**src/rtl/core/page_table_walk_translate_top_assert.svh**
```systemverilog
// Assertion macros shared by the translation table walker modules.
`ifndef PAGE_TABLE_WALK_TRANSLATE_TOP_ASSERT_SVH
`define PAGE_TABLE_WALK_TRANSLATE_TOP_ASSERT_SVH

// The consequent must hold in the same cycle as the antecedent.
`define PTWT_ASSERT_SAME(lbl, ante, cons) \
    lbl: assert property (@(posedge i_clk) disable iff (!i_rst_n) (ante) |-> (cons)) \
        else $error("page table walker assertion failed");

// The consequent must hold in the cycle after the antecedent.
`define PTWT_ASSERT_NEXT(lbl, ante, cons) \
    lbl: assert property (@(posedge i_clk) disable iff (!i_rst_n) (ante) |=> (cons)) \
        else $error("page table walker assertion failed");

`endif

```
**src/rtl/core/ptwt_pkg.sv**
```systemverilog
// Package with the types, constants and codes of the translation table walker.
package ptwt_pkg;

    localparam int MEM_AW    = 13;
    localparam int MEM_WORDS = 1 << MEM_AW;

    localparam int ADDR_W    = 48;
    localparam int VA_W      = 64;
    localparam int DESC_W    = 64;
    localparam int WIDX_W    = 13;
    localparam int CFG_IDX_W = 2;
    localparam int SIZE_W    = 2;

    localparam logic [CFG_IDX_W-1:0] CFG_USER_BASE   = 2'd0;
    localparam logic [CFG_IDX_W-1:0] CFG_KERNEL_BASE = 2'd1;

    localparam logic CMD_TRANSLATE = 1'b0;
    localparam logic CMD_WRITE     = 1'b1;

    localparam logic [SIZE_W-1:0] PS_NONE = 2'd0;
    localparam logic [SIZE_W-1:0] PS_4K   = 2'd1;
    localparam logic [SIZE_W-1:0] PS_2M   = 2'd2;
    localparam logic [SIZE_W-1:0] PS_1G   = 2'd3;

    typedef enum logic [2:0] {
        S_CLEAR,
        S_IDLE,
        S_WR,
        S_RD1,
        S_CHK1,
        S_CHK2,
        S_CHK3
    } t_state;

    typedef enum logic [1:0] {
        RD_NONE,
        RD_ROOT,
        RD_L2,
        RD_L3
    } t_rd_sel;

    typedef enum logic [2:0] {
        RES_NONE,
        RES_FAULT,
        RES_L1BLK,
        RES_L2BLK,
        RES_PAGE
    } t_res_kind;

    typedef struct packed {
        logic      load_item;
        logic      clr_step;
        logic      item_wr;
        t_rd_sel   rd_sel;
        logic      res_load;
        t_res_kind res_kind;
    } t_dp_cmd;

    typedef struct packed {
        logic desc_valid;
        logic desc_table;
        logic clr_done;
    } t_dp_stat;

endpackage

```
**src/rtl/core/ptwt_ctrl.sv**
```systemverilog
// Controller state machine that sequences clearing, writes and table walks.
module ptwt_ctrl
    import ptwt_pkg::*;
(
    input  logic     i_clk,
    input  logic     i_rst_n,
    input  logic     start,
    input  logic     i_cmd,
    input  t_dp_stat i_stat,
    output t_dp_cmd  o_cmd,
    output logic     busy
);

    `include "page_table_walk_translate_top_assert.svh"

    t_state r_state;
    t_state n_state;

    always_ff @(posedge i_clk) begin
        if (!i_rst_n) begin
            r_state <= S_CLEAR;
        end else begin
            r_state <= n_state;
        end
    end

    always_comb begin
        n_state        = r_state;
        o_cmd          = '0;
        o_cmd.rd_sel   = RD_NONE;
        o_cmd.res_kind = RES_NONE;
        case (r_state)
            S_CLEAR: begin
                o_cmd.clr_step = 1'b1;
                if (i_stat.clr_done) begin
                    n_state = S_IDLE;
                end
            end
            S_IDLE: begin
                if (start) begin
                    o_cmd.load_item = 1'b1;
                    n_state = (i_cmd == CMD_WRITE) ? S_WR : S_RD1;
                end
            end
            S_WR: begin
                o_cmd.item_wr  = 1'b1;
                o_cmd.res_load = 1'b1;
                o_cmd.res_kind = RES_NONE;
                n_state        = S_IDLE;
            end
            S_RD1: begin
                o_cmd.rd_sel = RD_ROOT;
                n_state      = S_CHK1;
            end
            S_CHK1: begin
                if (!i_stat.desc_valid) begin
                    o_cmd.res_load = 1'b1;
                    o_cmd.res_kind = RES_FAULT;
                    n_state        = S_IDLE;
                end else if (!i_stat.desc_table) begin
                    o_cmd.res_load = 1'b1;
                    o_cmd.res_kind = RES_L1BLK;
                    n_state        = S_IDLE;
                end else begin
                    o_cmd.rd_sel = RD_L2;
                    n_state      = S_CHK2;
                end
            end
            S_CHK2: begin
                if (!i_stat.desc_valid) begin
                    o_cmd.res_load = 1'b1;
                    o_cmd.res_kind = RES_FAULT;
                    n_state        = S_IDLE;
                end else if (!i_stat.desc_table) begin
                    o_cmd.res_load = 1'b1;
                    o_cmd.res_kind = RES_L2BLK;
                    n_state        = S_IDLE;
                end else begin
                    o_cmd.rd_sel = RD_L3;
                    n_state      = S_CHK3;
                end
            end
            S_CHK3: begin
                o_cmd.res_load = 1'b1;
                if (i_stat.desc_valid && i_stat.desc_table) begin
                    o_cmd.res_kind = RES_PAGE;
                end else begin
                    o_cmd.res_kind = RES_FAULT;
                end
                n_state = S_IDLE;
            end
            default: begin
                n_state = S_CLEAR;
            end
        endcase
    end

    assign busy = (r_state != S_IDLE);

    `PTWT_ASSERT_NEXT(a_accept_goes_busy, start && !busy, busy)
    `PTWT_ASSERT_NEXT(a_result_returns_idle, o_cmd.res_load, r_state == S_IDLE)
    `PTWT_ASSERT_NEXT(a_clear_only_once, r_state != S_CLEAR, r_state != S_CLEAR)

endmodule

```
**config.mk**
```make
export PLATFORM = sky130hd
export DESIGN_NAME = ptwt_ctrl
export DESIGN_NICKNAME = d
export VERILOG_FILES = /design/src/rtl/core/ptwt_pkg.sv /design/src/rtl/core/ptwt_ctrl.sv
export VERILOG_INCLUDE_DIRS = /design/src /design/src/rtl/core
export SDC_FILE = /design/constraint.sdc
export NUM_CORES = 1
export LEC_CHECK = 0
export BUFFER_PORTS_ARGS = -buffer_cell sky130_fd_sc_hd__buf_2
export CAP_MARGIN = 30
export CORE_AREA = 2 2 39 41
export CTS_CLUSTER_SIZE = 28
export DETAILED_ROUTE_END_ITERATION = 7
export DIE_AREA = 0 0 41 43
export SYNTH_ARGS = -nofsm -noshare
export SYNTH_HDL_FRONTEND = slang
export SYNTH_SLANG_ARGS = --single-unit
```
**constraint.sdc**
```tcl
create_clock -name i_clk -period 2.6 [get_ports i_clk]
set_input_delay 0.13 -clock i_clk [delete_from_list [all_inputs] [get_ports i_clk]]
set_output_delay 0.13 -clock i_clk [all_outputs]
set_load 0.1 [all_outputs]
```
== After elaboration in Yosys (flattened, before gate mapping) ==
Cells that the tools add are included.
Operators by class
  eq/ne operators: 9
  div/mod/pow operators: 0
  $add $sub $neg: 0
  mux-type cells: 23
  shifts and indexed selects: 0
  $lt $le $gt $ge: 0
  multiply operators: 0
  bitwise gates (word level): 0
  reductions and logical operators: 4
Operators by type and width (number)
  $mux 3: 7
  $pmux 3 s6: 1
  $mux 4: 4
  $pmux 4 s4: 1
  $eq 3x3->1 const B: 3
  $mux 2: 4
  $eq 3x2->1 const B: 2
  $pmux 2 s3: 1
  $mux 1: 5
  $ne 2x2->1 const B: 2
  $eq 3x1->1 const B: 1
  $logic_not 3->1: 1
  $ne 3x1->1 const B: 1
  $reduce_and 2->1: 1
  $reduce_or 2->1: 1
  $logic_and 1x1->1: 1
Storage, ports and cells
  word-level logic and storage cells: 37
  memories: 0
  input bits: 7
  memory bits (read-only): 0
  bits in latches: 0
  output and inout bits: 10
  register bits after elaboration: 3
  bits in writable memories: 0

== Depth between registers and ports, before layout ==
Gate-level depths: netlist (run 1).
  depth after elaboration: 3
  depth in mapped cells: 4

== Least setup slack after synthesis (run 1) ==
No wires, ideal clock.
  kind: flip-flop to output port
  start point: register r_state[1]
  end point: output port o_cmd[4] (netlist bit)
  slack: -0.334 ns
  data required time: 2.470 ns
  arrival: 2.804 ns
  cell stages (with the launch flop): 5
  cells stage by stage: dfxtp_1 > buf_6 > inv_1 > nand3_1 > a21boi_0
RTL lines
  from (decl): RTL line ptwt_ctrl.sv:16  | t_state r_state;
  from (signal assigned): RTL line ptwt_ctrl.sv:23  | r_state <= n_state;
  to (decl): RTL line ptwt_ctrl.sv:10  | output t_dp_cmd o_cmd,

==> results of run 1 <==
[power groups by stage]
stage / combinational (mW) / sequential, mW / clock, mW
after global placement: 0.0968 / 0.0587 / 0
final: 0.0961 / 0.0582 / 0.0837
after detailed placement: 0.0968 / 0.0589 / 0
after CTS: 0.0969 / 0.0580 / 0.0892
after global routing: 0.101 / 0.0593 / 0.0948
after floorplan: 0.0912 / 0.0515 / 0
[critical path: stages (launching register included)]
cell and delay, ns:
dfxtp_1 0.53, nor3b_2 0.28, and2_1 0.15, buf_2 0.42
[metrics by stage]
step                      hold WS [ns]  cells  cell area [sq um]  utilization
final                            0.187     68                384        0.278
after global routing             0.186     68                384        0.278
after CTS                        0.173     68                384        0.278
after detailed placement         0.430     64                358        0.259
after global placement           0.430     64                358        0.259
after floorplan                  0.284     35                288            -
[final timing paths]
| check | startpoint | depth (start not counted) | slack [ns] | end |
|---|---|---|---|---|
| max reg2reg | r_state[0] | 3 | 1.42 | r_state[0] |
| min | i_rst_n | 2 | 0.19 | r_state[2] |
| min reg2reg | r_state[1] | 2 | 0.65 | r_state[2] |
| max | r_state[0] | 3 | 0.86 | o_cmd[8] |
[area by class of cell]
type	count	area [sq um]	area share
clock buffers	4	26.3	0.0684
inverters	3	11.3	0.0293
multi-input cells	26	186	0.485
well taps	16	20.0	0.0521
repair buffers	16	80.1	0.208
flip-flops and latches	3	60.1	0.156
[cell usage in the layout, fill, tap and decap left out, types with 2 or more instances in the layout]
cell,instances
nor2_1,3
clkbuf_4,3
dfxtp_1,3
and3_1,2
inv_1,3
nand2_1,3
o21ai_0,2
buf_2,16
nor3b_2,2
[kinds of logic (layout without fill, tap and decap cells)]
kind of cell	Yosys count	after routing	synth area share
multiplexers	1	1	0.0540
AND/OR/NAND/NOR	19	19	0.432
flip-flops	3	3	0.216
AO/OA/AOI/OAI	6	6	0.149
buffers and inverters	6	23	0.149
[per-layer routing]
| metal | up-vias | GRT usage | part of all wire |
|---|---|---|---|
| li1 | 156 | - | - |
| met1 | 137 | 0.119 | 0.46 |
| met5 | - | 0 | 0 |
| met4 | 0 | 0.0800 | 0 |
| met3 | 0 | 0.0314 | 0.056 |
| met2 | 9 | 0.109 | 0.48 |
==> impl_metrics.yaml, run 1 <==
status:
  outcome: "finished clean"
sta:
  finalSetupViolations: 0
  rsz0062_at_grt: "no"
  slew_headroom: 0.678
  drv_slew: 0
  clock_skew_ns: 0.00206
  min_period_ns: 1.74
  fmax_mhz: 576
  finalHoldViolCount: 0
  worst_slack_ns: 0.863
  worst_slew_pin_slew_ns: 0.486
  timing.final.crit_share: 0.668
  fin_tns_setup_ns: 0
clocking:
  hold_buffers: 0
  clk_pin_slew_worst_paths_ns: 0.04
  cts.htree.levels: 1
  numClockSinks: 3
  tritoncts: "built"
  cts_buffers: 3
  cts_setup_buffers: 0
  clk_latency_ns: 0.23
  clk_path_buf_depth: 2
  clockRootBuffer: "clkbuf_4"
  cts-resized-gates: 0
finish:
  drive_above_1_share: 0.462
  nets: 60
  largest_reg_flops: 3
  diodes: 0
  fill_cells: 162
  area_growth_pct: 38.3
  reg_top3: "r_state x3"
  top_register: "r_state"
route:
  detail-route-antenna-nets: 0
  wl_per_cell_um: 9.24
  drtPass1Iterations: 2
  post_drt_via_cell_ratio: 4.44
  drc: 0
  drt_iter0_markers: 1
  wl_um: 628
  vias: 302
die:
  ios: 17
  dieArea_sq_um: 1760
  start_util: 0.201
  core-area_sq_um: 1380
  die_w_um: 41
  rows: 14
  die_h_um: 43
synthesis:
  synthTopCellsByArea: "dfxtp_1, buf_6, a21boi_0, mux2_4, nor3b_1"
  syn_avg_cell_area_sq_um: 7.94
  syn_nets: 42
  synthTopCellsByCount: "dfxtp_1, inv_1, nand2_1, nor2_1"
  yosysWarnings: 0
  syn_area_sq_um: 278
  yosysSeqAreaShare: 0.216
  synthFlopType: "dfxtp_1"
  synth_seq_cells: 3
  async_flop_share: 0
  synth_edf_count: 0
  synth_top_area_cell: "dfxtp_1"
  synth_top_cell_area_share: 0.216
  ys_types: 22
  syn_inst: 35
power_and_ir_drop:
  power_density_nw_per_um2: 619
  leakagePower_nw: 0.196
  power_frac_seq: 0.244
  irDropWorstVdd_uv: 246
  power_mw: 0.238
  p_clk_frac: 0.352
  p_sw_frac: 0.457
  p_sw_mw: 0.109
  p_int_mw: 0.129
  power_frac_comb: 0.404
setup_path:
  start_kind: "register"
  path_class: "reg2out"
  endpoint_kind: "output pin"
  cp.required_ns: 2.47
  cp_max_fo: 12
  cp_data_arrival_time_ns: 1.61
global_routing:
  grt_pass1_wl_um: 1040
  grt_max_degree: 13
  grt_pass1_vias: 244
  antenna_found_initial: 0
  overflow: 0
  grtUsageTotal: 0.0903
placed_design:
  place_hpwl_um: 467
  gp_congestion: 0.712
  dp_worst_setup_slack_ns: 1.11
  portBuffers: 16
min_path:
  hold_path_class: "in2reg"
job:
  drv_cap: 0
Power figures use the tool's default switching activity.
==> inputs of run 2 (changes only) <==
==> constraint.sdc (replaced) <==
create_clock -name i_clk -period 1.7 [get_ports i_clk]
set_input_delay 0.085 -clock i_clk [delete_from_list [all_inputs] [get_ports i_clk]]
set_output_delay 0.085 -clock i_clk [all_outputs]
set_load 0.1 [all_outputs]
==> impl_metrics.yaml, run 2 (synthesis results as in run 1) <==
global_routing:
  grt_pass1_vias: 242
  antenna_found_initial: 0
  grt_pass1_wl_um: 1000
  gr-usage-met1: 0.113
  grtUsageTotal: 0.0854
  grt_max_degree: 13
  grtUsageMet3: 0.0366
  overflow: 0
  grt_util_met2: 0.106
  grt-busiest-layer: "met1"
finish:
  final_common_cell: "buf_2"
  largest_reg_flops: 3
  fill_cells: 155
  multi_input_area_sq_um: 199
  nets: 60
  seq_area_sq_um: 60.1
  layout_common_cells: "buf_2, clkbuf_4, inv_1, nand2_1, dfxtp_1"
  drive_above_1_share: 0.519
  area_growth_pct: 55.4
  top_register: "r_state"
  post-route-util: 0.312
  diodes: 0
  reg_top3: "r_state x3"
setup_path:
  cp.required_ns: 1.62
  cp_data_arrival_time_ns: 1.49
  cp_max_fo: 10
  path_class: "reg2out"
  start_kind: "register"
  endpoint_kind: "output pin"
sta:
  clock_skew_ns: 0.000531
  worst_slew_pin_slew_ns: 0.485
  finalSetupViolations: 0
  finalHoldViolCount: 0
  timing.final.crit_share: 0.927
  fmax_mhz: 634
  slew_headroom: 0.679
  hold_ws_ns: 0.148
  min_period_ns: 1.58
  rsz0062_at_grt: "no"
  drv_slew: 0
job:
  drv_cap: 0
clocking:
  numClockSinks: 3
  clk_path_buf_depth: 2
  tritoncts: "built"
  cts_buffers: 3
  clockRootBuffer: "clkbuf_4"
  clk_pin_slew_worst_paths_ns: 0.04
  cts_setup_buffers: 0
  cts.htree.levels: 1
  clk_latency_ns: 0.23
route:
  wl_per_cell_um: 9.40
  detail-route-antenna-nets: 0
  drt_iter0_markers: 4
  drc: 0
  wl_um: 639
  post_drt_via_cell_ratio: 4.46
  vias: 303
  drtPass1Iterations: 4
die:
  ios: 17
  die_w_um: 41
  core-area_sq_um: 1380
  die_h_um: 43
  rows: 14
  start_util: 0.201
  dieArea_sq_um: 1760
status:
  outcome: "finished clean"
power_and_ir_drop:
  p_sw_mw: 0.165
  p_int_mw: 0.206
  power_density_nw_per_um2: 859
  irDropWorstVdd_uv: 346
  p_sw_frac: 0.445
  power_frac_comb: 0.424
  p_clk_frac: 0.334
  leakagePower_nw: 0.204
  power_frac_seq: 0.242
placed_design:
  gp_congestion: 0.734
  portBuffers: 16
  place_hpwl_um: 471
min_path:
  hold_path_class: "in2reg"
==> run 2: layout make-up <==
class	count	area share
Multi-Input combinational cell	26	0.461
Timing Repair Buffer	16	0.267
Sequential cell	3	0.139
Clock buffer	4	0.0609
Tap cell	16	0.0464
Inverter	3	0.0261
==> run 2: per-stage QoR <==
| step | std cells | cell area, sq um | power, mW | TNS, ns | setup WS [ns] |
|---|---|---|---|---|---|
| finish | 68 | 432 | 0.371 | 0 | 0.123 |
| floorplan | 35 | 300 | 0.221 | -0.288 | -0.225 |
| global placement | 64 | 400 | 0.248 | 0 | 0.294 |
| global route | 68 | 432 | 0.393 | 0 | 0.0154 |
| detailed placement | 64 | 400 | 0.249 | 0 | 0.271 |
| CTS | 68 | 427 | 0.380 | 0 | 0.0129 |
==> run 2: repair_timing <==
item	in CTS	in global routing
resized for setup	0	2
setup endpoints to repair	0	2
hold buffers	0	0
==> run 2: metal layers <==
layer	wire [um]	up-vias
met5	0	-
met4	0	0
met3	38	0
met2	303	10
met1	297	137
li1	-	156
==> run 2: final timing paths <==
| path | startpoint | to | slack [ns] | cells after the start |
|---|---|---|---|---|
| setup / recovery | r_state[2] | o_cmd[4] | 0.12 | 3 |
| hold / removal | i_rst_n | r_state[2] | 0.15 | 2 |
| setup reg to reg | r_state[0] | r_state[0] | 0.49 | 2 |
| hold reg to reg | r_state[1] | r_state[2] | 0.65 | 2 |
==> run 2: power by group through the flow <==
stage	combinational (mW)	sequential (mW)	clock, mW
2_1_floorplan	0.143	0.0787	0
3_3_place_gp	0.158	0.0904	0
3_5_place_dp	0.158	0.0911	0
4_1_cts	0.158	0.0901	0.132
5_1_grt	0.164	0.0918	0.138
6_report	0.157	0.0898	0.124
==> run 2: critical path: stages (launching register included) <==
cell and delay, ns:
dfxtp_1 0.53, nand3_1 0.22, a21boi_2 0.18, clkbuf_4 0.33
==> inputs of run 3 (changes only) <==
==> constraint.sdc (replaced) <==
create_clock -name i_clk -period 1.7 [get_ports i_clk]
set_input_delay 0.085 -clock i_clk [delete_from_list [all_inputs] [get_ports i_clk]]
set_output_delay 0.085 -clock i_clk [all_outputs]
set_load 0.05 [all_outputs]
==> impl_metrics.yaml, run 3 (synthesis results as in run 1) <==
setup_path:
  critical-path-top-delay-family: "flip-flops"
  cp_data_arrival_time_ns: 1.40
  cp.required_ns: 1.62
  path_cells: "nor3b_2 -> and2_1 -> buf_2"
  path_buf_inv: 1
  r2r_slack_ns: 0.53
  cp_max_fo: 12
  path_class: "reg2out"
  endpoint_kind: "output pin"
  slowest_stage: "dfxtp_1"
  cp_slowest_stage_delay_ns: 0.51
  start_kind: "register"
sta:
  fin_tns_setup_ns: 0
  rsz0062_at_grt: "no"
  drv_slew: 0
  slew_headroom: 0.774
  worst_slew_pin_slew_ns: 0.338
  min_period_ns: 1.49
  clock_skew_ns: 0.00163
  timing.final.crit_share: 0.876
  finalHoldViolCount: 0
  fmax_mhz: 672
  finalSetupViolations: 0
clocking:
  numClockSinks: 3
  cts_setup_buffers: 0
  clk_latency_ns: 0.23
  clk_path_buf_depth: 2
  cts.htree.levels: 1
  hold_buffers: 0
  tritoncts: "built"
  cts_buffers: 3
  cts-resized-gates: 0
  clockRootBuffer: "clkbuf_4"
  clk_pin_slew_worst_paths_ns: 0.04
route:
  post_drt_via_cell_ratio: 4.40
  wl_per_cell_um: 9.03
  detail-route-antenna-nets: 0
  wl_um: 614
  drt_iter0_markers: 3
  drtPass1Iterations: 2
  drc: 0
  vias: 299
finish:
  fin_area_sq_um: 379
  largest_reg_flops: 3
  reg_top3: "r_state x3"
  top_register: "r_state"
  area_growth_pct: 36.5
  drive_above_1_share: 0.442
  final_cell_count_no_fill: 68
  fill_cells: 158
  final_common_cell: "buf_2"
  post-route-util: 0.274
  nets: 60
  diodes: 0
die:
  die_h_um: 43
  core-area_sq_um: 1380
  start_util: 0.201
  die_w_um: 41
  rows: 14
  dieArea_sq_um: 1760
  ios: 17
placed_design:
  gp_congestion: 0.729
  place_hpwl_um: 462
  placed_cells: 64
  postPlaceCellArea_sq_um: 353
  portBuffers: 16
global_routing:
  gr-usage-met1: 0.121
  grtUsageMet3: 0.0681
  overflow: 0
  grt_max_degree: 13
  grt_pass1_vias: 261
  antenna_found_initial: 0
  grt-busiest-layer: "met1"
  grtUsageTotal: 0.0952
  grt_util_met2: 0.119
  grt_pass1_wl_um: 1120
status:
  outcome: "finished clean"
power_and_ir_drop:
  leakagePower_nw: 0.195
  irDropWorstVdd_uv: 478
  power_density_nw_per_um2: 830
job:
  drv_cap: 0
min_path:
  hold_path_class: "in2reg"
==> run 3: through the flow <==
| step | power [mW] | setup WS [ns] | hold slack (ns) |
|---|---|---|---|
| finish | 0.315 | 0.211 | 0.146 |
| global route | 0.345 | 0.0529 | 0.152 |
| CTS | 0.321 | 0.195 | 0.137 |
| detailed placement | 0.188 | 0.456 | 0.380 |
| global placement | 0.187 | 0.469 | 0.381 |
| floorplan | 0.168 | 0.0712 | 0.239 |
==> run 3: routing by layer <==
metal | vias to the layer above | wire [um]
met4 | 0 | 0
met1 | 129 | 278
met3 | 0 | 70
li1 | 157 | -
met2 | 13 | 265
met5 | - | 0
==> run 3: path summary, 6_finish.rpt <==
path | start | end | depth (start not counted)
setup / recovery | r_state[0] | o_cmd[8] | 3
hold / removal | i_rst_n | r_state[2] | 2
setup reg to reg | r_state[2] | r_state[0] | 3
hold reg to reg | r_state[1] | r_state[2] | 2
==> run 3: power by group <==
| group | switching (mW) | total (mW) | internal, mW |
|---|---|---|---|
| clock | 0.0405 | 0.129 | 0.0882 |
| combinational | 0.0652 | 0.0981 | 0.0330 |
| sequential | 0.0123 | 0.0879 | 0.0755 |
| total | 0.118 | 0.315 | 0.197 |
==> run 3: final cells by class <==
class                      instances  area [sq um]  share of cell area
multi-input combinational         26           181               0.479
timing repair buffer              16          80.1               0.211
sequential                         3          60.1               0.158
clock buffer                       4          26.3              0.0693
tap                               16          20.0              0.0528
inverter                           3          11.3              0.0297
==> run 3: worst reg2reg max path, delay by kind of cell, from the launching register on <==
kind,cells,cell delay [ns]
AOI/OAI and AO/OA,1,0.26
DFF,1,0.51
and+or+nand+nor,2,0.29
